<file path="config.mk">
export PLATFORM = sky130hd
export DESIGN_NAME = usph_div
export DESIGN_NICKNAME = d
export VERILOG_FILES = /design/src/hw/rtl/usph_div.sv
export SDC_FILE = /design/constraint.sdc
export NUM_CORES = 1
export LEC_CHECK = 0
export BUFFER_PORTS_ARGS = -buffer_cell sky130_fd_sc_hd__clkbuf_2
export CORE_MARGIN = 1.5
export CORE_UTILIZATION = 54
export CTS_CLUSTER_DIAMETER = 60
export CTS_CLUSTER_SIZE = 8
export DETAILED_ROUTE_END_ITERATION = 7
export PLACE_DENSITY = 0.73
export SLEW_MARGIN = 15
export SYNTH_ARGS = -nofsm -noshare
export SYNTH_HDL_FRONTEND = slang
export SYNTH_SLANG_ARGS = --single-unit
</file>
<file path="constraint.sdc">
create_clock -name clock -period 14.3 [get_ports clock]
set_clock_uncertainty 0.1 [all_clocks]
set_input_delay 1.43 -clock clock [delete_from_list [all_inputs] [get_ports clock]]
set_output_delay 1.43 -clock clock [all_outputs]
set_load 0.02 [all_outputs]
</file>
<file path="src/hw/rtl/usph_div.sv">
// Pipelined restoring divider, a fixed number of quotient bits per stage.
module usph_div #(
   parameter int DW  = 9,
   parameter int QW  = 30,
   parameter int SPS = 6
) (
   input  logic          clock,
   input  logic          en,
   input  logic [DW-1:0] hi,
   input  logic [QW-1:0] lo,
   input  logic [DW-1:0] den,
   output logic [QW-1:0] quo
);

   localparam int NST = QW / SPS;

   logic [DW-1:0] rem_ff [NST];
   logic [QW-1:0] sh_ff  [NST];
   logic [DW-1:0] den_ff [NST];

   for (genvar g = 0; g < NST; g++) begin : g_st
      logic [DW-1:0] r_src;
      logic [QW-1:0] s_src;
      logic [DW-1:0] d_src;
      logic [DW-1:0] rem_in;
      logic [QW-1:0] sh_in;

      if (g == 0) begin : g_first
         assign r_src = hi;
         assign s_src = lo;
         assign d_src = den;
      end else begin : g_next
         assign r_src = rem_ff[g-1];
         assign s_src = sh_ff[g-1];
         assign d_src = den_ff[g-1];
      end

      // numerator bits leave at the top, quotient bits enter at the bottom
      always_comb begin
         logic [DW:0]   r2;
         logic [DW-1:0] r;
         logic [QW-1:0] s;
         r = r_src;
         s = s_src;
         for (int k = 0; k < SPS; k++) begin
            r2 = {r, s[QW-1]};
            s = {s[QW-2:0], 1'b0};
            if (r2 >= {1'b0, d_src}) begin
               r2 = r2 - {1'b0, d_src};
               s[0] = 1'b1;
            end
            r = r2[DW-1:0];
         end
         rem_in = r;
         sh_in = s;
      end

      always_ff @(posedge clock) begin
         if (en) begin
            rem_ff[g] <= rem_in;
            sh_ff[g] <= sh_in;
            den_ff[g] <= d_src;
         end
      end
   end

   assign quo = sh_ff[NST-1];

endmodule

</file>
==> impl_metrics.csv <==
group,metric,value,unit
synthesis,synth.top_cell.area_share,0.318,
clock_network,numCtsBuffers,38,
synthesis,synth.distinct_cells,100,
synthesis,seq_area_frac_synth,0.318,
setup_path,cp_common_cell,"nor2_1",
run,maxCapViolCount,0,
clock_network,htree_num_levels,2,
synthesis,synth_fp_nets,2468,
timing,fmax,0.0751,GHz
synthesis,synth-compound-area-share,0.193,
die,pin_count,80,
placement,hpwl,39300,um
routing,dr.pass1.iters,5,
global_route,antenna_found_initial,0,
setup_path,crit_slowest_cell,"or4_1",
finish,nNetsFinal,2654,
routing,drt_iter0_markers,889,
timing,tightest_slew,1.01,ns
finish,diodes,0,
timing,timing.max_slew.rel_slack,0.329,
finish,area_growth,13.3,%
synthesis,ys_ff_latch,222,
synthesis,synth_mux_area_frac,0.0642,
setup_path,rrSetupSlack,0.99,ns
global_route,grt_usage,0.258,
setup_path,worstSetupEndpointType,"register",
routing,wire_per_inst,17.9,um
placement,gp_congestion,1.00,
setup_path,worst-path-max-fanout,12,
clock_network,clock_latency,0.54,ns
placement,place_area,0.0225,mm^2
clock_network,cts-root-buf,"clkbuf_16",
setup_path,cp_data_arrival_time,13.57,ns
die,fp.coreArea,0.0379,mm^2
clock_network,clockBufferDepth,3,
global_route,grt_pass1_wl,82200,um
routing,ant_nets,0,
synthesis,synth_top_area_cell,"edfxtp_1",
synthesis,synth_top_family_by_area,"compound AO/OA/AOI/OAI gates",
synthesis,netlist_area,0.0210,mm^2
global_route,grt_overflow,0,
clock_network,holdBufCountCts,0,
synthesis,synth_cells,2119,
setup_path,worstPathRequired,14.56,ns
synthesis,avgSynthCellArea,9.89,um^2
routing,detail_route.vias_per_cell,5.95,
setup_path,slowest_delay,0.59,ns
die,floorplan.initialDensity,0.553,
outcome,status,"completed",
synthesis,synth_edf_count,222,
synthesis,synth_ff_type,"edfxtp_1",
timing,finalSetupViolCount,0,
finish,drive_gt1_frac,0.154,
timing,slew_viol_final,0,
clock_network,clk_pin_slew,0.05,ns
timing,rsz0062_at_grt,"no",
routing,via_count,16900,
placement,numPortBuffers,79,
min_path,hold_class,"reg2reg",
setup_path,crit_type,"reg2reg",
synthesis,postSynth.asyncResetShare,0,
synthesis,synth_common_cells,"ha_1, edfxtp_1, inv_1, a21oi_1, nor2_1",
clock_network,clkSinkCount,222,
timing,hold_viol_final,0,
finish,design_area,0.0237,mm^2
synthesis,synth_most_common_cell,"ha_1",
global_route,grt_pass1_vias,16800,
routing,drt_wl_total,50600,um
global_route,grt_max_degree,79,
timing,tns,0,ns
die,die_h,200,um
finish,fillers,3208,
setup_path,start_kind,"register",
synthesis,synth_area_leaders,"edfxtp_1, ha_1, xnor2_1, mux2_2, a21oi_1",
timing,layout_min_cycle_time,13.31,ns
die,die_x,200,um
routing,drc,0,
synthesis,synthAdderAreaFrac,0.189,
synthesis,synth_warnings,0,
die,num_rows,71,
timing,fin_crit_sh,0.931,
synthesis,synth-xor-area-share,0.0752,
clock_network,cts_tree,"yes",
die,fp.dieArea,0.0400,mm^2
finish,fin_util,0.626,
synthesis,synthSimpleGateAreaFrac,0.122,
## state kept, by name, indices dropped and copies added, names as in the netlist
register,count
sh_ff,150
rem_ff,36
den_ff,36
## metrics by stage
stage,hold slack [ns],setup WS (ns),std cells
floorplan,0.300,0.498,2119
global placement,0.301,0.575,2763
detailed placement,0.305,0.376,2763
CTS,0.301,0.408,2819
global route,0.316,0.00979,2832
finish,0.304,0.986,2832
## area by class of cell
class	count	area, um^2	share of cell area
timing repair buffer	173	1110	0.0468
clock buffer	46	1040	0.0440
tap	511	639	0.0269
inverter	177	667	0.0281
clock inverter	10	58.8	0.00248
sequential	222	6670	0.281
multi-input combinational	1693	13600	0.571
## worst paths after layout
kind | from | to | depth (start not counted)
setup / recovery | sh_ff[0][89]$_DFFE_PP_ | rem_ff[0][27]$_DFFE_PP_ | 54
hold reg to reg | sh_ff[0][61]$_DFFE_PP_ | sh_ff[0][97]$_DFFE_PP_ | 0
setup reg to reg | sh_ff[0][89]$_DFFE_PP_ | rem_ff[0][27]$_DFFE_PP_ | 54
hold / removal | sh_ff[0][61]$_DFFE_PP_ | sh_ff[0][97]$_DFFE_PP_ | 0
## cells by family (layout without fill, tap and decap cells)
kind of cell	after synthesis	count (layout)
AOI/OAI and AO/OA	588	588
xor gates and xnor gates	180	180
adders and majority gates	299	299
buffers and inverters	204	406
DFF	222	222
muxes	121	121
and+or+nand+nor	505	505
## worst max-delay path: cells and delay by family (launching register included)
family	cells	cell delay [ns]
DFF	1	0.42
AOI/OAI and AO/OA	23	5.21
adders and majority gates	7	2.42
and+or+nand+nor	11	1.83
buffers and inverters	7	1.01
muxes	6	2.12
## cells in the final DEF (no fill, tap or decap), types with 41 or more instances in the layout
master,synthesis,final
clkbuf_16,0,41
nand4_1,51,51
a21o_1,89,89
xnor2_1,108,108
nor2_1,133,133
ha_1,270,270
mux2_2,76,76
clkbuf_2,1,78
nor2b_1,65,65
edfxtp_1,222,222
xor2_1,72,72
o21ai_0,117,113
inv_1,170,170
a21oi_1,145,144
buf_4,5,94
nand2_1,101,101
## timing repair
action,CTS,global route
gates resized for setup,0,15
buffers inserted,0,13
setup endpoints to repair,0,32
## layer usage
metal	share of wire	up-vias	global-route usage
met5	0	-	0
met4	0.043	0	0.119
met3	0.046	153	0.0405
met2	0.47	427	0.441
met1	0.44	7966	0.320
li1	-	8309	-
Power is left out: the tool's default activity adds up to more than one toggle a clock period on the data nets, which glitch-free logic cannot reach.
